### config.mk
export PLATFORM = sky130hd
export DESIGN_NAME = mfrf_fifo
export DESIGN_NICKNAME = d
export VERILOG_FILES = /design/src/hw/rtl/mono_framebuffer_rect_fill_defines.svh /design/src/hw/rtl/mfrf_pkg.sv /design/src/hw/rtl/mfrf_fifo.sv
export SDC_FILE = /design/constraint.sdc
export NUM_CORES = 1
export LEC_CHECK = 0
export BUFFER_PORTS_ARGS = -buffer_cell sky130_fd_sc_hd__buf_4
export CAP_MARGIN = 10
export CORE_MARGIN = 10
export CORE_UTILIZATION = 56
export CTS_BUF_LIST = sky130_fd_sc_hd__clkbuf_8 sky130_fd_sc_hd__clkbuf_16
export DETAILED_ROUTE_END_ITERATION = 8
export PLACE_DENSITY = 0.84
export SYNTH_ARGS = -nofsm -noshare
export SYNTH_HDL_FRONTEND = slang
export SYNTH_SLANG_ARGS = --single-unit
### constraint.sdc
create_clock -name clk_i -period 8.15 [get_ports clk_i]
set_input_delay 0 -clock clk_i [delete_from_list [all_inputs] [get_ports clk_i]]
set_output_delay 0 -clock clk_i [all_outputs]
set_load 0.05 [all_outputs]
### src/hw/rtl/mono_framebuffer_rect_fill_defines.svh
// ----------------------------------------------------------------------------
// Assertion macros for the rectangle fill framebuffer
// Shared shorthands for concurrent checks on clk_i, gated by rst_ni.
// ----------------------------------------------------------------------------
`ifndef MONO_FRAMEBUFFER_RECT_FILL_DEFINES_SVH
`define MONO_FRAMEBUFFER_RECT_FILL_DEFINES_SVH

// Check that an expression holds at every edge out of reset
`define MFRF_ASSERT_ALWAYS(label, expr) \
  label: assert property (@(posedge clk_i) disable iff (!rst_ni) (expr)) \
    else $error("framebuffer check failed");

// Check that a condition implies another in the same cycle
`define MFRF_ASSERT_IMPL(label, ante, cons) \
  label: assert property (@(posedge clk_i) disable iff (!rst_ni) (ante) |-> (cons)) \
    else $error("framebuffer check failed");

// Check that a condition implies another in the next cycle
`define MFRF_ASSERT_NEXT(label, ante, cons) \
  label: assert property (@(posedge clk_i) disable iff (!rst_ni) (ante) |=> (cons)) \
    else $error("framebuffer check failed");

`endif

### src/hw/rtl/mfrf_pkg.sv
// ----------------------------------------------------------------------------
// mfrf_pkg
// Geometry constants, command types and address helper for the framebuffer.
// ----------------------------------------------------------------------------
package mfrf_pkg;

  // Display geometry
  localparam int COLUMNS = 128;
  localparam int PAGES   = 8;
  localparam int ROWS    = PAGES * 8;
  localparam int DEPTH   = COLUMNS * PAGES;

  // Field widths of the ports
  localparam int COL_W   = 7;
  localparam int ROW_W   = 6;
  localparam int RPAGE_W = 3;
  localparam int BYTE_W  = 8;

  // Internal index widths
  localparam int CIDX_W = (COLUMNS > 1) ? $clog2(COLUMNS) : 1;
  localparam int PIDX_W = (PAGES > 1) ? $clog2(PAGES) : 1;
  localparam int ADDR_W = $clog2(DEPTH);

  // Command queue between front and back
  localparam int FQ_DEPTH = 2;
  localparam int FQ_PTR_W = $clog2(FQ_DEPTH);

  typedef enum logic {
    OP_DRAW = 1'b0,
    OP_READ = 1'b1
  } op_e;

  typedef enum logic [1:0] {
    K_DRAW     = 2'd0,
    K_SKIP     = 2'd1,
    K_READ     = 2'd2,
    K_READ_OFF = 2'd3
  } cmd_kind_e;

  typedef enum logic [2:0] {
    ST_CLEAR = 3'd0,
    ST_IDLE  = 3'd1,
    ST_DRAW  = 3'd2,
    ST_DRAIN = 3'd3,
    ST_RDATA = 3'd4
  } back_state_e;

  // Classified command word
  typedef struct packed {
    cmd_kind_e          kind;
    logic [CIDX_W-1:0]  col0;
    logic [CIDX_W-1:0]  col1;
    logic [PIDX_W-1:0]  pg_lo;
    logic [PIDX_W-1:0]  pg_hi;
    logic [BYTE_W-1:0]  mask_hi;
    logic [BYTE_W-1:0]  mask_lo;
    logic               light;
    logic [ADDR_W-1:0]  raddr;
  } cmd_t;

  // Store address of one page byte: column * PAGES + page
  function automatic logic [ADDR_W-1:0] calc_addr(logic [CIDX_W-1:0] col,
                                                   logic [PIDX_W-1:0] pg);
    logic [ADDR_W-1:0] base;
    base = ADDR_W'(col) * ADDR_W'(PAGES);
    return base + ADDR_W'(pg);
  endfunction

endpackage

### src/hw/rtl/mfrf_fifo.sv
// ----------------------------------------------------------------------------
// mfrf_fifo
// Short command queue that decouples the classifier from the store engine.
// ----------------------------------------------------------------------------
module mfrf_fifo
  import mfrf_pkg::*;
(
  input  logic clk_i,
  input  logic rst_ni,
  input  logic push_i,
  input  cmd_t data_i,
  output logic full_o,
  input  logic pop_i,
  output logic valid_o,
  output cmd_t data_o
);

  cmd_t                entry_q [FQ_DEPTH];
  logic [FQ_PTR_W-1:0] wr_ptr_q, wr_ptr_d;
  logic [FQ_PTR_W-1:0] rd_ptr_q, rd_ptr_d;
  logic [FQ_PTR_W:0]   cnt_q, cnt_d;
  logic                do_push;
  logic                do_pop;

  assign full_o  = (cnt_q == (FQ_PTR_W + 1)'(FQ_DEPTH));
  assign valid_o = (cnt_q != '0);
  assign data_o  = entry_q[rd_ptr_q];
  assign do_push = push_i && !full_o;
  assign do_pop  = pop_i && valid_o;

  // Advance pointers and fill count
  always_comb begin
    wr_ptr_d = wr_ptr_q;
    rd_ptr_d = rd_ptr_q;
    cnt_d    = cnt_q;
    if (do_push) begin
      wr_ptr_d = (wr_ptr_q == FQ_PTR_W'(FQ_DEPTH - 1)) ? '0 : wr_ptr_q + FQ_PTR_W'(1);
    end
    if (do_pop) begin
      rd_ptr_d = (rd_ptr_q == FQ_PTR_W'(FQ_DEPTH - 1)) ? '0 : rd_ptr_q + FQ_PTR_W'(1);
    end
    if (do_push && !do_pop) begin
      cnt_d = cnt_q + (FQ_PTR_W + 1)'(1);
    end else if (do_pop && !do_push) begin
      cnt_d = cnt_q - (FQ_PTR_W + 1)'(1);
    end
  end

  always_ff @(posedge clk_i or negedge rst_ni) begin
    if (!rst_ni) begin
      wr_ptr_q <= '0;
      rd_ptr_q <= '0;
      cnt_q    <= '0;
    end else begin
      wr_ptr_q <= wr_ptr_d;
      rd_ptr_q <= rd_ptr_d;
      cnt_q    <= cnt_d;
    end
  end

  // Hold queued words
  always_ff @(posedge clk_i) begin
    if (do_push) begin
      entry_q[wr_ptr_q] <= data_i;
    end
  end

endmodule

==> key figures, run 1 <==
Power and ir drop
  – Pwr Density: 378 mW/mm^2
  – Reg power frac: between 30% and 40%
  – Net Switching: 859 uW
  – Combinational power share: between 40% and 50%
  – Leakage: around 2.2 nW
  – Switching Share: between 40% and 50%
  – Pint: ~1.2 mW
  – Clock network power share: roughly an eighth
  – Worst VDD drop: between 0.0002 and 0.00025 V
  – Tot Pwr: 2.07 mW

Routing
  – Drt wl/cell: ~19 um
  – Max layer used: met4
  – Met2 wire length: approximately 4400 um
  – Detail Route Antenna Nets: 0
  – Routed vias/inst: about 4.9
  – Drt initial violations: 77
  – Met3 Wirelength: between 400 and 500 um
  – Metal1 wirelength: about 3200 um
  – Final wirelength: 8230 um
  – DRC violations left: 0
  – TritonRoute pass-1 iters: 4
  – Via count: between 2000 and 2500

STA
  – Slew headroom: roughly 23%
  – Skew final: 0.00670 ns
  – Min Clock Period, post-route: ~2.1 ns
  – RSZ-0062 raised after global routing: false
  – Fin crit share: between 20 and 30%
  – Final TNS setup: 0 ns
  – Setup violations, final: 0
  – Worst slew pin tran: about 1.2 ns
  – Hold Vio Cnt, Final: 0
  – Peak Freq: between 0.4 and 0.5 GHz
  – Final Max Slew Viols: 0

Synth
  – Mux cell area share after synthesis: between 10% and 20%
  – Synth Warn #: 0
  – Combinational family with the most area after synthesis: multiplexers
  – Sequential element share of the synthesized area: approximately three quarters
  – Most frequent cell after synthesis: edfxtp_1
  – Number of synthesized flops with an enable pin: 98
  – Xor-xnor portion of the synthesized cell area: around 1.1%
  – Post-Synthesis Cells: 172
  – Area leader, netlist: edfxtp_1
  – Ys async rst share: 3.92%
  – Yosys cell types: 15
  – Syn avg cell area: 23.2 um^2
  – Synth Area in Adders: 0.314%
  – Simple-gate share of the synthesized area: less than 1%
  – Post-Syn Area: 0.00399 mm^2
  – Total nets after synthesis: about 230
  – Synth top area share: approximately 74%
  – Compound-Gate Fraction of Synth Area: 0%
  – Synth Register Bits: ~100
  – Commonest cells post-synth: edfxtp_1, mux2_4, buf_12, dfrtp_1, xnor2_1
  – Area contributors post-synth: edfxtp_1, mux2_4, buf_12
  – Synth Flop Type: edfxtp_1

Floorplan
  – Site Rows: 30
  – Die area: 0.0109 mm^2
  – I/O pin count: about 100
  – Core area: 0.00687 mm^2
  – Die W: 104 um
  – Die height: approximately 100 um
  – Initial core utilization: between 50 and 60%

CTS
  – CTS clk-pin slew, worst paths: approximately 0.09 ns
  – Post-CTS Resized: 0
  – Sink Count: 102
  – Clock buffer count from CTS: 9
  – Clk Tree Root Cell: clkbuf_8
  – Setup Fix Bufs, Post-CTS: 0
  – CTS Hold Bufs: 52
  – Clock latency on the worst-skew pair: approximately 0.35 ns
  – CTS tree: built
  – CTS H-tree lvls: 3
  – CTS max path bufs: 2

Critical path
  – Crit path from: cnt_q[0]
  – R2r setup slk: around 6.1 ns
  – FF-to-FF Start: cnt_q[0]
  – Critical path type: reg -> reg
  – Reg2Reg Depth: 4
  – Critical Path RT: ~8 ns
  – CP Capture Point: entry_q[0][26]
  – Crit end category: register
  – Reg2reg end: entry_q[0][26]
  – Crit path arrival time: 2.08 ns
  – Max FO, Critical Path: 30
  – CP startpoint kind: register

GRT
  – Initial antenna violation count: 0
  – First-pass GRT wire length: 13000 um
  – Vias in the first global route: around 2400
  – Pin count of the biggest net entering global routing: between 50 and 60
  – GR Overflow Total: 0
  – Gr usage total: between 10 and 15%

Min path
  – HP Class: in -> reg

Placement
  – Area of placed instances: about 0.0048 mm^2
  – Port Buffers: 103
  – GP Congestion: 0.686
  – Hpwl dp: around 5100 um

Status
  – Status: finished clean

Layout
  – # diodes: 0
  – Design area: 0.00548 mm^2
  – Synthesis-to-layout area growth: 37.3%
  – Final nets: approximately 390
  – Layout cells sized above 1: between 50% and 60%
  – Fillcell total: around 360

Job
  – Max-Cap Viols: 0
-- routing by layer --
layer,vias up,track usage [%]
li1,985,-
met2,74,26.2
met4,0,7.65
met5,-,0
met3,14,3.97
met1,1045,16.3
-- kinds of logic after synthesis --
family	Yosys count
xor+xnor	5
fa+ha+maj	1
buf+inv	8
simple gates	7
flops	102
mux	49
-- worst min-delay path by stage --
stage | from | endpoint | slack, ns | depth (start not counted)
2_1_floorplan | rst_ni | cnt_q[0] | -0.30 | 0
3_5_place_dp | rst_ni | rd_ptr_q | -0.20 | 1
3_3_place_gp | rst_ni | rd_ptr_q | -0.20 | 1
6_report | push_i | wr_ptr_q | 0.05 | 3
4_1_cts | push_i | wr_ptr_q | 0.04 | 3
5_1_grt | push_i | wr_ptr_q | 0.06 | 3
-- state kept, by name (all words and copies together) (netlist names) --
| name | count |
|---|---|
| cnt_q | 2 |
| entry_q | 98 |
| rd_ptr_q | 1 |
| wr_ptr_q | 1 |
-- layout make-up --
type,instances,area [um^2],area share (%)
flip-flops and latches,102,3050,55.6
repair buffers,156,1300,23.7
multi-input cells,62,837,15.3
clock buffers,9,124,2.26
well taps,96,120,2.19
clock inverters,7,42.5,0.776
inverters,2,7.51,0.137
-- critical path, stage by stage, from the launching register on --
cell      delay [ns]
dfrtp_1         0.42
nand2b_1        0.18
nand2_1         0.15
nor2_4          0.49
buf_4           0.47
-- power by group through the flow --
stage	clock network (mW)	registers (mW)	logic, mW
5_1_grt	0.300	0.842	1.01
3_5_place_dp	0	0.837	0.957
6_report	0.271	0.824	0.976
2_1_floorplan	0	0.760	0.823
4_1_cts	0.275	0.826	0.982
3_3_place_gp	0	0.825	0.950
-- through the flow --
step | cells | worst slack [ns] | hold slack [ns] | utilization (%)
floorplan | 172 | 5.01 | -0.296 | -
global placement | 366 | 6.19 | -0.201 | 69.8
detailed placement | 366 | 6.06 | -0.201 | 69.8
CTS | 434 | 6.04 | 0.0408 | 79.8
global route | 434 | 5.89 | 0.0643 | 79.8
finish | 434 | 6.08 | 0.0535 | 79.8
-- layout by cell type (no fill, tap or decap), drive strengths merged --
cell / count
edfxtp: 98
clkbuf: 9
clkinvlp: 1
xor2: 2
inv: 3
xnor2: 3
or2: 1
and3: 1
mux2: 49
nand2b: 1
dlygate4sd3: 52
nor2: 2
dfrtp: 4
clkinv: 5
nand2: 2
buf: 104
ha: 1
No activity file was read; power rests on OpenSTA's default activity.
==> run 2: changes to the inputs <==
--- a/config.mk
+++ b/config.mk
@@ -5,13 +5,14 @@
 export SDC_FILE = /design/constraint.sdc
 export NUM_CORES = 1
 export LEC_CHECK = 0
+export ABC_AREA = 1
 export BUFFER_PORTS_ARGS = -buffer_cell sky130_fd_sc_hd__buf_4
 export CAP_MARGIN = 10
 export CORE_MARGIN = 10
-export CORE_UTILIZATION = 56
+export CORE_UTILIZATION = 47
 export CTS_BUF_LIST = sky130_fd_sc_hd__clkbuf_8 sky130_fd_sc_hd__clkbuf_16
 export DETAILED_ROUTE_END_ITERATION = 8
-export PLACE_DENSITY = 0.84
+export PLACE_DENSITY = 0.76
 export SYNTH_ARGS = -nofsm -noshare
 export SYNTH_HDL_FRONTEND = slang
 export SYNTH_SLANG_ARGS = --single-unit
==> constraint.sdc (replaced) <==
create_clock -name clk_i -period 1.68 [get_ports clk_i]
set_input_delay 0 -clock clk_i [delete_from_list [all_inputs] [get_ports clk_i]]
set_output_delay 0 -clock clk_i [all_outputs]
set_load 0.05 [all_outputs]
==> key figures, run 2 <==
Status
  – Status: finished clean

Synth
  – Xor-xnor portion of the synthesized cell area: 0.227%
  – Syn avg cell area: between 10 and 15 um^2
  – Total nets after synthesis: 342
  – Simple-gate share of the synthesized area: 16.7%
  – Commonest cells post-synth: nand2_1, edfxtp_1, buf_6, inv_1, buf_4
  – Area leader, netlist: edfxtp_1
  – Most frequent cell after synthesis: nand2_1
  – Ys async rst share: 3.92%
  – Mux cell area share after synthesis: 0%
  – Compound-Gate Fraction of Synth Area: 0.130%
  – Post-Syn Area: about 0.0039 mm^2
  – Synth top area share: approximately 76%
  – Synth Warn #: 0
  – Post-Synthesis Cells: approximately 290
  – Synth Area in Adders: less than 1%
  – Synth Flop Type: edfxtp_1
  – Yosys cell types: 18
  – Synth Register Bits: 102
  – Area contributors post-synth: edfxtp_1, nand2_1, dfrtp_1
  – Combinational family with the most area after synthesis: simple AND/OR/NAND/NOR gates
  – Sequential element share of the synthesized area: between 70% and 80%
  – Number of synthesized flops with an enable pin: 98

Routing
  – Drt initial violations: roughly 100
  – Via count: roughly 2600
  – Detail Route Antenna Nets: 0
  – TritonRoute pass-1 iters: 4
  – Final wirelength: between 8000 and 9000 um
  – Routed vias/inst: around 4.6
  – Drt wl/cell: about 15 um
  – DRC violations left: 0

Layout
  – Fillcell total: roughly 540
  – Biggest regs: entry_q: 98 flops, cnt_q: 2 flops
  – Reg with most FFs: entry_q
  – Largest register FFs: 98
  – Layout cells sized above 1: a little under a third
  – Leading cell type in the layout, fill and taps excluded: nand2_1
  – Most frequent cells in the layout: nand2_1, buf_4, edfxtp_1
  – Synthesis-to-layout area growth: 42.0%
  – Final nets: about 500

Critical path
  – Reg2reg end: entry_q[0][30]
  – Reg2Reg Depth: 5
  – FF-to-FF Start: cnt_q[0]
  – CP startpoint kind: register
  – R2r setup slk: 0.20 ns
  – Max FO, Critical Path: 50
  – Crit end category: output port
  – Critical Path RT: between 1.5 and 2 ns
  – Critical path type: reg -> out
  – Crit path arrival time: roughly 1.6 ns

CTS
  – CTS tree: built
  – Clock latency on the worst-skew pair: approximately 0.35 ns
  – Sink Count: approximately 100
  – Clock buffer count from CTS: 9
  – Setup Fix Bufs, Post-CTS: 0
  – CTS H-tree lvls: 3
  – CTS clk-pin slew, worst paths: 0.09 ns
  – Clk Tree Root Cell: clkbuf_8
  – CTS max path bufs: 2

STA
  – Setup violations, final: 0
  – Final setup margin: ~0.11 ns
  – Skew final: 0.00801 ns
  – Peak Freq: roughly 0.64 GHz
  – Hold Vio Cnt, Final: 0
  – Worst slew pin tran: 0.425 ns
  – Final TNS setup: 0 ns
  – Slew headroom: 71.4%
  – Final Max Slew Viols: 0
  – RSZ-0062 raised after global routing: false
  – Fin crit share: between 90% and 100%
  – Min Clock Period, post-route: between 1.5 and 2 ns

Min path
  – Hold path endpoint: wr_ptr_q
  – Hold depth: 5
  – Hold Path Origin: push_i
  – HP Class: in -> reg

GRT
  – First-pass GRT wire length: around 14000 um
  – Gr usage total: between 10 and 15%
  – Pin count of the biggest net entering global routing: 51
  – Vias in the first global route: 2811
  – GR Overflow Total: 0
  – Initial antenna violation count: 1

Floorplan
  – Core area: roughly 0.0078 mm^2
  – Die height: around 110 um
  – I/O pin count: ~100
  – Initial core utilization: between 40 and 50%
  – Die area: 0.0122 mm^2
  – Site Rows: 32
  – Die W: approximately 110 um

Placement
  – GP Congestion: between 0.7 and 0.8
  – Worst slack at placement: 0.225 ns
  – Port Buffers: around 100
  – Hpwl dp: about 5500 um

Power and ir drop
  – Leakage: 2.33 nW
  – Pwr Density: 1910 mW/mm^2
  – Worst VDD drop: ~0.0012 V

Job
  – Max-Cap Viols: 0
run 2: cell types whose count changed in the layout (fill, tap and decap cells not counted), sizes merged, moves of 2 or more:
cell,change
xnor2,-2
nand2,+156
inv,+4
xor2,-2
clkinvlp,+2
buf,+4
mux2,-49
nand3,+2
run 2: kinds of logic after synthesis:
logic type,after synthesis
adders and majority gates,1
buffers and inverters,19
xor gates and xnor gates,1
and+or+nand+nor,164
AOI/OAI and AO/OA,1
DFF,102
run 2: area by class of cell:
type,instances,area [um^2],area share (%)
sequential,102,3050,55.7
timing repair buffer,160,1370,25.1
clock buffer,9,124,2.26
clock inverter,7,75.1,1.37
multi-input combinational,167,682,12.5
antenna,1,2.50,0.0457
inverter,8,41.3,0.755
tap,102,128,2.33
run 2: how the worst max path moves through the flow:
stage	from	to	depth (start not counted)
global route	rd_ptr_q	data_o[30]	4
detailed placement	cnt_q[0]	entry_q[0][37]	5
floorplan	cnt_q[0]	entry_q[0][0]	4
finish	rd_ptr_q	data_o[32]	4
global placement	cnt_q[0]	entry_q[0][37]	5
CTS	rd_ptr_q	data_o[43]	4
run 2: per-stage QoR:
| stage | area, um^2 | utilization [%] | hold WS, ns | cells | power [mW] |
|---|---|---|---|---|---|
| after global routing | 5470 | 69.7 | 0.0906 | 556 | 11.0 |
| after detailed placement | 4740 | 60.4 | -0.202 | 487 | 8.95 |
| after global placement | 4740 | 60.4 | -0.202 | 487 | 8.85 |
| after floorplan | 3870 | - | -0.296 | 288 | 7.42 |
| final | 5470 | 69.7 | 0.0870 | 556 | 10.5 |
| after CTS | 5460 | 69.6 | 0.0815 | 555 | 10.5 |
run 2: power by group:
part / switching [mW] / leakage, nW / internal, mW
Combinational: 3.83 / 1.27 / 1.45
Sequential: 0.196 / 0.958 / 3.47
Clock: 0.824 / 0.0931 / 0.691
run 2: repair_timing:
| action | in CTS | in global routing |
|---|---|---|
| endpoints found under the setup margin | 0 | 15 |
| hold buffers | 52 | 0 |
| hold endpoints to repair | 103 | 0 |
| resized for setup | 0 | 2 |
run 2: critical path, stage by stage, from the launching register on:
cell	delay (ns)
dfrtp_2	0.51
inv_8	0.27
nand2_1	0.09
nand2_1	0.13
buf_4	0.22
run 2: routing by layer:
metal | global-route usage [%] | share of wire (%)
met5 | 0 | 0
met4 | 5.44 | 0.84
met3 | 4.27 | 7.3
met2 | 23.6 | 51
met1 | 14.9 | 41
