--- src/hw/rtl/mono_framebuffer_rect_fill_defines.svh ---
// ----------------------------------------------------------------------------
// Assertion macros for the rectangle fill framebuffer
// Shared shorthands for concurrent checks on clk_i, gated by rst_ni.
// ----------------------------------------------------------------------------
`ifndef MONO_FRAMEBUFFER_RECT_FILL_DEFINES_SVH
`define MONO_FRAMEBUFFER_RECT_FILL_DEFINES_SVH

// Check that an expression holds at every edge out of reset
`define MFRF_ASSERT_ALWAYS(label, expr) \
  label: assert property (@(posedge clk_i) disable iff (!rst_ni) (expr)) \
    else $error("framebuffer check failed");

// Check that a condition implies another in the same cycle
`define MFRF_ASSERT_IMPL(label, ante, cons) \
  label: assert property (@(posedge clk_i) disable iff (!rst_ni) (ante) |-> (cons)) \
    else $error("framebuffer check failed");

// Check that a condition implies another in the next cycle
`define MFRF_ASSERT_NEXT(label, ante, cons) \
  label: assert property (@(posedge clk_i) disable iff (!rst_ni) (ante) |=> (cons)) \
    else $error("framebuffer check failed");

`endif

--- src/hw/rtl/mfrf_pkg.sv ---
// ----------------------------------------------------------------------------
// mfrf_pkg
// Geometry constants, command types and address helper for the framebuffer.
// ----------------------------------------------------------------------------
package mfrf_pkg;

  // Display geometry
  localparam int COLUMNS = 128;
  localparam int PAGES   = 8;
  localparam int ROWS    = PAGES * 8;
  localparam int DEPTH   = COLUMNS * PAGES;

  // Field widths of the ports
  localparam int COL_W   = 7;
  localparam int ROW_W   = 6;
  localparam int RPAGE_W = 3;
  localparam int BYTE_W  = 8;

  // Internal index widths
  localparam int CIDX_W = (COLUMNS > 1) ? $clog2(COLUMNS) : 1;
  localparam int PIDX_W = (PAGES > 1) ? $clog2(PAGES) : 1;
  localparam int ADDR_W = $clog2(DEPTH);

  // Command queue between front and back
  localparam int FQ_DEPTH = 2;
  localparam int FQ_PTR_W = $clog2(FQ_DEPTH);

  typedef enum logic {
    OP_DRAW = 1'b0,
    OP_READ = 1'b1
  } op_e;

  typedef enum logic [1:0] {
    K_DRAW     = 2'd0,
    K_SKIP     = 2'd1,
    K_READ     = 2'd2,
    K_READ_OFF = 2'd3
  } cmd_kind_e;

  typedef enum logic [2:0] {
    ST_CLEAR = 3'd0,
    ST_IDLE  = 3'd1,
    ST_DRAW  = 3'd2,
    ST_DRAIN = 3'd3,
    ST_RDATA = 3'd4
  } back_state_e;

  // Classified command word
  typedef struct packed {
    cmd_kind_e          kind;
    logic [CIDX_W-1:0]  col0;
    logic [CIDX_W-1:0]  col1;
    logic [PIDX_W-1:0]  pg_lo;
    logic [PIDX_W-1:0]  pg_hi;
    logic [BYTE_W-1:0]  mask_hi;
    logic [BYTE_W-1:0]  mask_lo;
    logic               light;
    logic [ADDR_W-1:0]  raddr;
  } cmd_t;

  // Store address of one page byte: column * PAGES + page
  function automatic logic [ADDR_W-1:0] calc_addr(logic [CIDX_W-1:0] col,
                                                   logic [PIDX_W-1:0] pg);
    logic [ADDR_W-1:0] base;
    base = ADDR_W'(col) * ADDR_W'(PAGES);
    return base + ADDR_W'(pg);
  endfunction

endpackage

--- src/hw/rtl/mfrf_front.sv ---
// ----------------------------------------------------------------------------
// mfrf_front
// Classifies an incoming word: clamps the rectangle, maps rows to pages
// and edge masks, or forms the read address.
// ----------------------------------------------------------------------------
module mfrf_front
  import mfrf_pkg::*;
(
  input  logic               op_i,
  input  logic [COL_W-1:0]   col_first_i,
  input  logic [ROW_W-1:0]   row_first_i,
  input  logic [COL_W-1:0]   col_last_i,
  input  logic [ROW_W-1:0]   row_last_i,
  input  logic               light_i,
  input  logic [COL_W-1:0]   read_col_i,
  input  logic [RPAGE_W-1:0] read_page_i,
  output cmd_t               cmd_o
);

  logic               rect_empty;
  logic               read_off;
  logic [ROW_W-1:0]   row_last_c;
  logic [ROW_W-4:0]   blk_first;
  logic [ROW_W-4:0]   blk_last;

  // Drop reversed corners and rectangles wholly off the store
  assign rect_empty = (col_first_i > col_last_i) || (row_first_i > row_last_i) ||
                      (int'(col_first_i) >= COLUMNS) || (int'(row_first_i) >= ROWS);

  // Clamp the far row to the store
  assign row_last_c = (int'(row_last_i) > ROWS - 1) ? ROW_W'(ROWS - 1) : row_last_i;

  assign blk_first = row_first_i[ROW_W-1:3];
  assign blk_last  = row_last_c[ROW_W-1:3];

  assign read_off = (int'(read_col_i) >= COLUMNS) || (int'(read_page_i) >= PAGES);

  // Build the command word
  always_comb begin
    cmd_o         = '0;
    cmd_o.col0    = CIDX_W'(col_first_i);
    cmd_o.col1    = (int'(col_last_i) > COLUMNS - 1) ? CIDX_W'(COLUMNS - 1)
                                                     : CIDX_W'(col_last_i);
    cmd_o.pg_hi   = PIDX_W'(PAGES - 1) - PIDX_W'(blk_first);
    cmd_o.pg_lo   = PIDX_W'(PAGES - 1) - PIDX_W'(blk_last);
    cmd_o.mask_hi = 8'hFF >> row_first_i[2:0];
    cmd_o.mask_lo = 8'hFF << (3'd7 - row_last_c[2:0]);
    cmd_o.light   = light_i;
    cmd_o.raddr   = calc_addr(CIDX_W'(read_col_i), PIDX_W'(read_page_i));
    if (op_i == OP_READ) begin
      cmd_o.kind = read_off ? K_READ_OFF : K_READ;
    end else begin
      cmd_o.kind = rect_empty ? K_SKIP : K_DRAW;
    end
  end

endmodule

--- config.mk ---
export PLATFORM = sky130hd
export DESIGN_NAME = mfrf_front
export DESIGN_NICKNAME = d
export VERILOG_FILES = /design/src/hw/rtl/mono_framebuffer_rect_fill_defines.svh /design/src/hw/rtl/mfrf_pkg.sv /design/src/hw/rtl/mfrf_front.sv
export SDC_FILE = /design/constraint.sdc
export NUM_CORES = 1
export LEC_CHECK = 0
export BUFFER_PORTS_ARGS = -buffer_cell sky130_fd_sc_hd__buf_4
export CORE_ASPECT_RATIO = 0.7
export CORE_MARGIN = 10
export CORE_UTILIZATION = 30
export DETAILED_ROUTE_END_ITERATION = 6
export PLACE_DENSITY_LB_ADDON = 0.08
export SLEW_MARGIN = 30
export SYNTH_ARGS = -nofsm -noshare
export SYNTH_HDL_FRONTEND = slang
export SYNTH_SLANG_ARGS = --single-unit
--- constraint.sdc ---
create_clock -name vclk -period 2.8
set_input_delay 0.28 -clock vclk [all_inputs]
set_output_delay 0.28 -clock vclk [all_outputs]
set_load 0.02 [all_outputs]
==> results of run 1 <==
## worst max path at each step
stage | startpoint | end | depth (start not counted)
3_3_place_gp | row_last_i[2] | cmd_o[47] | 8
4_1_cts | col_first_i[2] | cmd_o[47] | 7
3_5_place_dp | col_first_i[2] | cmd_o[47] | 7
5_1_grt | col_first_i[4] | cmd_o[47] | 7
2_1_floorplan | row_last_i[4] | cmd_o[47] | 6
6_report | col_first_i[2] | cmd_o[47] | 7
## logic make-up (layout without fill, tap and decap cells)
family / Yosys count / after routing / share of synthesized area (%)
buffers and inverters: 47 / 81 / 44.53
AND/OR/NAND/NOR: 23 / 23 / 16.60
adder cells (fa/ha/maj): 13 / 13 / 25.39
AO/OA/AOI/OAI: 11 / 11 / 12.89
other: 1 / 2 / 0.5854
## power groups by stage
stage | sequential [mW] | clock [mW] | combinational, mW
after floorplan | 0 | 0 | 0.128
after global placement | 0 | 0 | 0.176
after detailed placement | 0 | 0 | 0.177
after CTS | 0 | 0 | 0.177
after global routing | 0 | 0 | 0.193
final | 0 | 0 | 0.174
## routing by layer
layer	vias to the layer above	GRT usage [%]	wire (um)
met5	-	0	0
met4	0	1.847	24
met3	8	2.010	245
met2	36	14.27	886
met1	254	9.888	752
li1	347	-	-
## final cells by class
| cell class | instances | area (um2) | share of cell area (%) |
|---|---|---|---|
| well taps | 22 | 27.53 | 2.969 |
| multi-input cells | 49 | 359.1 | 38.73 |
| repair buffers | 63 | 473.0 | 51.01 |
| inverters | 18 | 67.56 | 7.287 |
## cells in the final DEF (no fill, tap or decap)
master     n
buf_4     63
inv_1     18
ha_1      13
nor2_1     7
nand2_1    6
a21oi_1    4
nand3_1    3
o21ai_0    2
nor3_1     2
nand4_1    2
conb_1     2
or3_1      1
nand3b_1   1
a211oi_1   1
a21oi_2    1
nand2b_1   1
a211oi_2   1
o21bai_1   1
o32ai_2    1
## metrics by stage
stage          worst slack [ps]  hold WS (ps)  utilization (%)  cell area (um2)  total power, mW
2_1_floorplan              1222         634.9                -            644.4           0.1278
3_3_place_gp               1073         560.2            47.90            927.1           0.1763
3_5_place_dp               1051         560.2            47.90            927.1           0.1768
4_1_cts                    1048         560.2            47.90            927.1           0.1774
5_1_grt                   926.5         560.0            47.90            927.1           0.1932
6_report                   1027         560.0            47.90            927.1           0.1741
==> results.sh, run 1 <==
export IMPL_combPwrFrac_pct=100.0
export IMPL_cpPeakStageDelay_ps=320
export IMPL_synth_top_cell_by_area="buf_4"
export IMPL_cts_resized=0
export IMPL_hold_path_depth=0
export IMPL_finalSetupViolCount=0
export IMPL_peakVddDrop_mv=0.06237
export IMPL_slew_viol_final=0
export IMPL_arrival_ps=1490
export IMPL_clockPowerShare_pct=0
export IMPL_critPathCaptureType="output port"
export IMPL_seq_power_share_pct=0
export IMPL_grt_overflow_total=0
export IMPL_regArea_um2=0
export IMPL_synth_top_area_share_pct=33.98
export IMPL_ys_top_cells_by_area="buf_4 (34%), ha_1 (25%), inv_1 (11%), nor2_1 (4.1%), nand2_1 (3.5%)"
export IMPL_synthTopCellsByCount="buf_4 (29), inv_1 (18), ha_1 (13), nor2_1 (7), nand2_1 (6)"
export IMPL_post_route_min_period_ps=1773
export IMPL_maxCapViolCount=0
export IMPL_vias_per_cell=4.243
export IMPL_fp_row_count=13
export IMPL_track_usage_pct=8.206
export IMPL_post_route_cells_drive_above_1_share_pct=50.77
export IMPL_status="completed"
export IMPL_rsz0062_at_grt="no"
export IMPL_cts_setup_buffers=0
export IMPL_antenna_found_initial=0
export IMPL_hold_end="cmd_o[8]"
export IMPL_crit_buf_inv=2
export IMPL_die_x_um=75.23
export IMPL_yosys_warnings=0
export IMPL_flops_and_latches=0
export IMPL_first_iter_violations=12
export IMPL_place_congestion=0.6395
export IMPL_netSwitchingFraction_pct=52.53
export IMPL_floorplan_io_pins=87
export IMPL_syn_to_final_growth_pct=44.73
export IMPL_p_int_mw=0.08266
export IMPL_synth_cell_types=19
export IMPL_drt_total_wl_um=1909
export IMPL_yosysMostFrequentCell="buf_4"
export IMPL_final_cell_count_no_fill=152
export IMPL_num_fill_cells=206
export IMPL_start_util_pct=33.10
export IMPL_finalHoldViolCount=0
export IMPL_die_height_um=58.66
export IMPL_die_area_mm2=0.004413
export IMPL_syn_avg_cell_area_um2=6.743
export IMPL_critical_path_required_ps=2520
export IMPL_drc=0
export IMPL_numPortBuffers=63
export IMPL_fp_coreArea_mm2=0.001936
export IMPL_p_leak_nw=0.5642
export IMPL_hold_path_class="in2out"
export IMPL_wl_per_cell_um=12.56
export IMPL_clock_fmax_mhz=564.2
export IMPL_p_per_area_mw_per_mm2=187.8
export IMPL_worstSetupPathType="in2out"
export IMPL_dr_pass1_iters=2
export IMPL_vias=645
export IMPL_syn_area_um2=640.6
export IMPL_netlist_instances=95
export IMPL_antennaDiodeCount=0
export IMPL_cts_hold_buf=0
export IMPL_crit_family="compound AO/OA/AOI/OAI gates"
export IMPL_crit_slowest_cell="ha_1"
export IMPL_ys_seq_area_share_pct=0
export IMPL_min_from="read_col_i[5]"
export IMPL_place_hpwl_um=1821
export IMPL_power_switching_mw=0.09148
export IMPL_fin_crit_sh_pct=63.31
export IMPL_ant_nets=0
export IMPL_grt_pass1_wl_um=3111
export IMPL_setup_tns_ps=0
export IMPL_first_global_vias=701
export IMPL_path_cells="buf_4 > ha_1 > a21oi_1 > a21oi_1 > nor3_1 > o32ai_2 > buf_4"
export IMPL_worstPathMaxFanout=3
export IMPL_worst_setup_path_start_kind="primary input"
export IMPL_nets=183
export IMPL_grt_max_degree=9
export IMPL_placed_cells=152
export IMPL_n_clock_buffer=0
Note: power is estimated with default switching activity, not from simulation.
==> inputs of run 2 (changes only) <==
Settings changed: ABC_AREA from default to 1.
Clock period 2.8 ns to 1.6 ns, I/O delays scaled along.
==> run 2 against run 1 <==
Against the previous run:
- wire length is 7.2% higher
- first-iteration DRC count up 110%
- critical path depth up 2
- final cell count is 17% higher
- sequential share of layout area is the same
- design area rose by 4.0%
- power up 76%
- hold slack got worse by 240 ps
- synthesized cell count up 17%
- worst setup slack worse by 810 ps
==> results.sh, run 2 <==
export IMPL_yosysMostFrequentCell="buf_4"
export IMPL_synthAdderAreaFrac_pct=24.44
export IMPL_hold_slack_ps=320.0
export IMPL_worst_setup_path_start_kind="primary input"
export IMPL_worstSetupPathType="in2out"
export IMPL_synth_top_family_by_area="buffers and inverters"
export IMPL_min_from="read_col_i[6]"
export IMPL_antennaDiodeCount=0
export IMPL_synth_xor_area_share_pct=0
export IMPL_fin_crit_sh_pct=86.47
export IMPL_yosys_warnings=0
export IMPL_p_per_area_mw_per_mm2=318.1
export IMPL_finalSetupViolCount=0
export IMPL_worstPathMaxFanout=2
export IMPL_power_switching_mw=0.1659
export IMPL_peakVddDrop_mv=0.1213
export IMPL_cts_resized=0
export IMPL_hold_path_class="in2out"
export IMPL_rsz0062_at_grt="no"
export IMPL_grt_overflow_total=0
export IMPL_critical_path_required_ps=1440
export IMPL_syn_to_final_growth_pct=44.92
export IMPL_syn_avg_cell_area_um2=5.997
export IMPL_clock_fmax_mhz=722.8
export IMPL_start_util_pct=31.15
export IMPL_place_hpwl_um=1940
export IMPL_antenna_found_initial=0
export IMPL_fp_coreArea_mm2=0.002137
export IMPL_post_route_min_period_ps=1383
export IMPL_vias_per_cell=3.955
export IMPL_final_cell_mix="buf_4 (63), inv_1 (27), nand2_1 (22), ha_1 (13)"
export IMPL_hold_end="cmd_o[9]"
export IMPL_synthMuxAreaShare_pct=0
export IMPL_netSwitchingFraction_pct=54.06
export IMPL_synthSimpleGateAreaFrac_pct=20.49
export IMPL_p_leak_nw=0.6327
export IMPL_grt_pass1_wl_um=3201
export IMPL_num_fill_cells=227
export IMPL_cts_hold_buf=0
export IMPL_first_global_vias=684
export IMPL_synthTopCellsByCount="buf_4 (29), inv_1 (27), nand2_1 (22), ha_1 (13)"
export IMPL_flops_and_latches=0
export IMPL_arrival_ps=1220
export IMPL_grt_max_degree=9
export IMPL_p_int_mw=0.1410
export IMPL_final_cell_count_no_fill=178
export IMPL_status="completed"
export IMPL_fp_row_count=14
export IMPL_ys_top_cells_by_area="buf_4 (33%), ha_1 (24%), inv_1 (15%), nand2_1 (12%), a21oi_1 (3.8%)"
export IMPL_n_clock_buffer=0
export IMPL_synth_top_cell_by_area="buf_4"
export IMPL_drc=0
export IMPL_synth_top_area_share_pct=32.71
export IMPL_netlist_instances=111
export IMPL_dr_pass1_iters=4
export IMPL_die_area_mm2=0.004533
export IMPL_syn_area_um2=665.6
export IMPL_seq_power_share_pct=0
export IMPL_floorplan_io_pins=87
export IMPL_synth_cell_types=13
export IMPL_place_congestion=0.6738
export IMPL_ys_seq_area_share_pct=0
export IMPL_die_height_um=59.41
export IMPL_final_common_cell="buf_4"
export IMPL_combPwrFrac_pct=100.0
export IMPL_synth_compound_area_share_pct=6.579
export IMPL_drt_total_wl_um=2046
export IMPL_ant_nets=0
export IMPL_nets=199
export IMPL_first_iter_violations=25
export IMPL_slew_viol_final=0
export IMPL_cts_setup_buffers=0
export IMPL_die_x_um=76.30
export IMPL_wl_per_cell_um=11.49
export IMPL_critPathCaptureType="output port"
export IMPL_maxCapViolCount=0
export IMPL_regArea_um2=0
export IMPL_clockPowerShare_pct=0
export IMPL_track_usage_pct=7.910
export IMPL_hold_path_depth=0
export IMPL_placed_cells=178
export IMPL_setup_tns_ps=0
export IMPL_numPortBuffers=63
export IMPL_vias=704
export IMPL_post_route_cells_drive_above_1_share_pct=44.52
export IMPL_finalHoldViolCount=0
==> run 2: cell count changes in the layout (fill, tap and decap cells not counted), moves of 2 or more <==
cell,change
nor2_1,-4
inv_1,+9
nand2_1,+16
nand3_1,+2
==> run 2: per-stage QoR <==
step	setup WS (ps)	power, mW	cell area [um2]	utilization [%]
5_1_grt	139.3	0.3389	964.7	45.14
3_3_place_gp	231.5	0.3090	964.7	45.14
2_1_floorplan	285.7	0.2248	669.4	-
4_1_cts	216.7	0.3123	964.7	45.14
6_report	216.5	0.3069	964.7	45.14
3_5_place_dp	219.3	0.3112	964.7	45.14
==> run 2: area by class of cell <==
type                            count  area (um2)  area share [%]
Timing Repair Buffer               63       473.0           49.03
Multi-Input combinational cell     56       350.3           36.32
Inverter                           27       101.3           10.51
Tap cell                           32       40.04           4.150
==> run 2: cell families (layout without fill, tap and decap cells) <==
logic type / count (synthesis) / after routing
AO/OA/AOI/OAI: 8 / 8
adder cells (fa/ha/maj): 13 / 13
buffers and inverters: 56 / 90
other: 1 / 2
AND/OR/NAND/NOR: 33 / 33
==> run 2: worst max-delay path: stages <==
cell and delay, ps:
buf_4 110, ha_1 290, nand2_1 70, nor2_1 140
nand2_1 70, nand2_1 50, nand2_1 60, a21oi_2 110
buf_4 150
==> run 2: power by group through the flow <==
stage	combinational, mW	sequential [mW]	clock (mW)
floorplan	0.225	0	0
global placement	0.309	0	0
detailed placement	0.311	0	0
CTS	0.312	0	0
global route	0.339	0	0
finish	0.307	0	0
==> run 2: worst max-delay path by stage <==
stage / startpoint / to / cells past startpoint
2_1_floorplan: row_last_i[5] / cmd_o[47] / 8
3_3_place_gp: row_first_i[5] / cmd_o[47] / 9
3_5_place_dp: row_first_i[5] / cmd_o[47] / 9
4_1_cts: row_first_i[5] / cmd_o[47] / 9
5_1_grt: col_last_i[6] / cmd_o[47] / 10
6_report: col_first_i[6] / cmd_o[47] / 9
==> run 2: layer usage <==
layer  up-vias  wire, um  global-route usage (%)
li1        375         -                       -
met4         0        12                   1.055
met3         6       188                   2.424
met5         -         0                       0
met1       288       817                   8.564
met2        35      1028                   15.34
==> inputs of run 3 (changes only) <==
Settings changed: ABC_AREA 1 to default.
Clock period 1.6 ns to 1.5 ns, I/O delays scaled along.
==> run 3 against run 2 <==
Against the previous run:
- utilization is 9.7 points higher
- clock-buffer cell count stayed put
- via count is 5.5% lower
- sequential share of layout area stayed put
- design area is 10% higher
- non-clock buffer count stayed put
- highest routed layer unchanged
==> results.sh, run 3 (synthesized netlist as in run 1, its figures left out) <==
export IMPL_start_util_pct=33.10
export IMPL_hold_slack_ps=300.0
export IMPL_ant_nets=0
export IMPL_placed_cells=152
export IMPL_fin_util_pct=54.88
export IMPL_path_cells="buf_4 > inv_1 > ha_4 > nand3b_1 > a21oi_2 > nor3_2 > o32ai_2 > buf_4"
export IMPL_netSwitchingFraction_pct=51.03
export IMPL_cpPeakStageDelay_ps=260
export IMPL_die_x_um=75.23
export IMPL_die_height_um=58.66
export IMPL_antennaDiodeCount=0
export IMPL_seq_power_share_pct=0
export IMPL_post_route_min_period_ps=1453
export IMPL_drt_total_wl_um=2094
export IMPL_p_int_mw=0.1793
export IMPL_finalHoldViolCount=0
export IMPL_syn_to_final_growth_pct=65.82
export IMPL_nets=183
export IMPL_worstSetupPathType="in2out"
export IMPL_finalInstanceArea_mm2=0.001062
export IMPL_worstPathMaxFanout=2
export IMPL_final_cell_mix="buf_4 (55), inv_1 (12), nor2_1 (7), ha_1 (7)"
export IMPL_die_area_mm2=0.004413
export IMPL_regArea_um2=0
export IMPL_wl_per_cell_um=13.78
export IMPL_vias=665
export IMPL_critPathMostFrequentCell="buf_4"
export IMPL_p_per_area_mw_per_mm2=344.7
export IMPL_place_hpwl_um=1837
export IMPL_multi_input_area_um2=442.9
export IMPL_place_congestion=0.6734
export IMPL_flops_and_latches=0
export IMPL_dr_pass1_iters=4
export IMPL_combPwrFrac_pct=100.0
export IMPL_status="completed"
export IMPL_maxCapViolCount=0
export IMPL_crit_slowest_cell="ha_4"
export IMPL_arrival_ps=1300
export IMPL_final_common_cell="buf_4"
export IMPL_numPortBuffers=63
export IMPL_first_global_vias=682
export IMPL_p_leak_nw=0.5685
export IMPL_vias_per_cell=4.375
export IMPL_drc=0
export IMPL_rsz0062_at_grt="yes"
export IMPL_cts_setup_buffers=0
export IMPL_peakVddDrop_mv=0.1554
export IMPL_worst_setup_path_start_kind="primary input"
export IMPL_num_fill_cells=192
export IMPL_critPathCaptureType="output port"
export IMPL_clockPowerShare_pct=0
export IMPL_fin_crit_sh_pct=96.87
export IMPL_fp_row_count=13
export IMPL_dpl_cell_area_um2=927.1
export IMPL_grt_overflow_total=0
export IMPL_slew_viol_final=0
export IMPL_first_iter_violations=16
export IMPL_power_switching_mw=0.1869
export IMPL_post_route_cells_drive_above_1_share_pct=61.54
export IMPL_power_total_mw=0.3662
export IMPL_critical_path_required_ps=1350
export IMPL_grt_pass1_wl_um=2960
export IMPL_final_cell_count_no_fill=152
export IMPL_n_clock_buffer=0
export IMPL_finalSetupViolCount=0
export IMPL_antenna_found_initial=0
export IMPL_track_usage_pct=7.765
export IMPL_clock_fmax_mhz=688.2
export IMPL_hold_path_class="in2out"
export IMPL_grt_max_degree=9
export IMPL_floorplan_io_pins=87
export IMPL_fp_coreArea_mm2=0.001936
-- run 3: changes by cell type in the layout (fill, tap and decap cells not counted), sizes merged --
cell,delta
a211oi,+2
nand3b,+1
o32ai,+1
nand3,-2
nand2b,+1
nand2,-16
clkinvlp,+1
inv,-10
nor2,+3
o21bai,+1
or3,+1
nand4,+1
nor3,+1
a21oi,-1
-- run 3: final timing paths --
kind	from	to	slack [ps]	cells after the start
setup / recovery	col_last_i[1]	cmd_o[47]	50	8
hold / removal	read_col_i[5]	cmd_o[8]	300	0
-- run 3: power groups by stage --
stage	clock network, mW	registers [mW]	logic [mW]
3_5_place_dp	0	0	0.331
4_1_cts	0	0	0.331
3_3_place_gp	0	0	0.329
6_report	0	0	0.366
5_1_grt	0	0	0.402
2_1_floorplan	0	0	0.239
-- run 3: repair_timing --
| item | CTS | global route |
|---|---|---|
| gates resized for setup | 0 | 28 |
| hold buffers | 0 | 0 |
| setup endpoints to repair | 0 | 1 |
-- run 3: stage by stage --
step / setup slack [ps] / TNS [ps]
4_1_cts: 16.56 / 0
5_1_grt: -35.94 / -35.94
2_1_floorplan: 181.9 / 0
6_report: 46.93 / 0
3_3_place_gp: 23.05 / 0
3_5_place_dp: 18.49 / 0
-- run 3: critical path: cells and delay by family --
family	cells	cell delay, ps
adder cells (fa/ha/maj)	1	260
buffers and inverters	3	310
AND/OR/NAND/NOR	2	160
AO/OA/AOI/OAI	2	420
-- run 3: cell type report --
cell class / count / share of cell area [%]
tap: 22 / 2.591
timing repair buffer: 63 / 48.06
inverter: 18 / 7.656
multi-input combinational: 49 / 41.70
-- run 3: layer usage --
layer / track usage (%) / wire length [um] / part of all wire (%)
met3: 1.508 / 210 / 10
met1: 8.769 / 819 / 39
met5: 0 / 0 / 0
met4: 1.847 / 24 / 1.1
met2: 14.51 / 1039 / 50
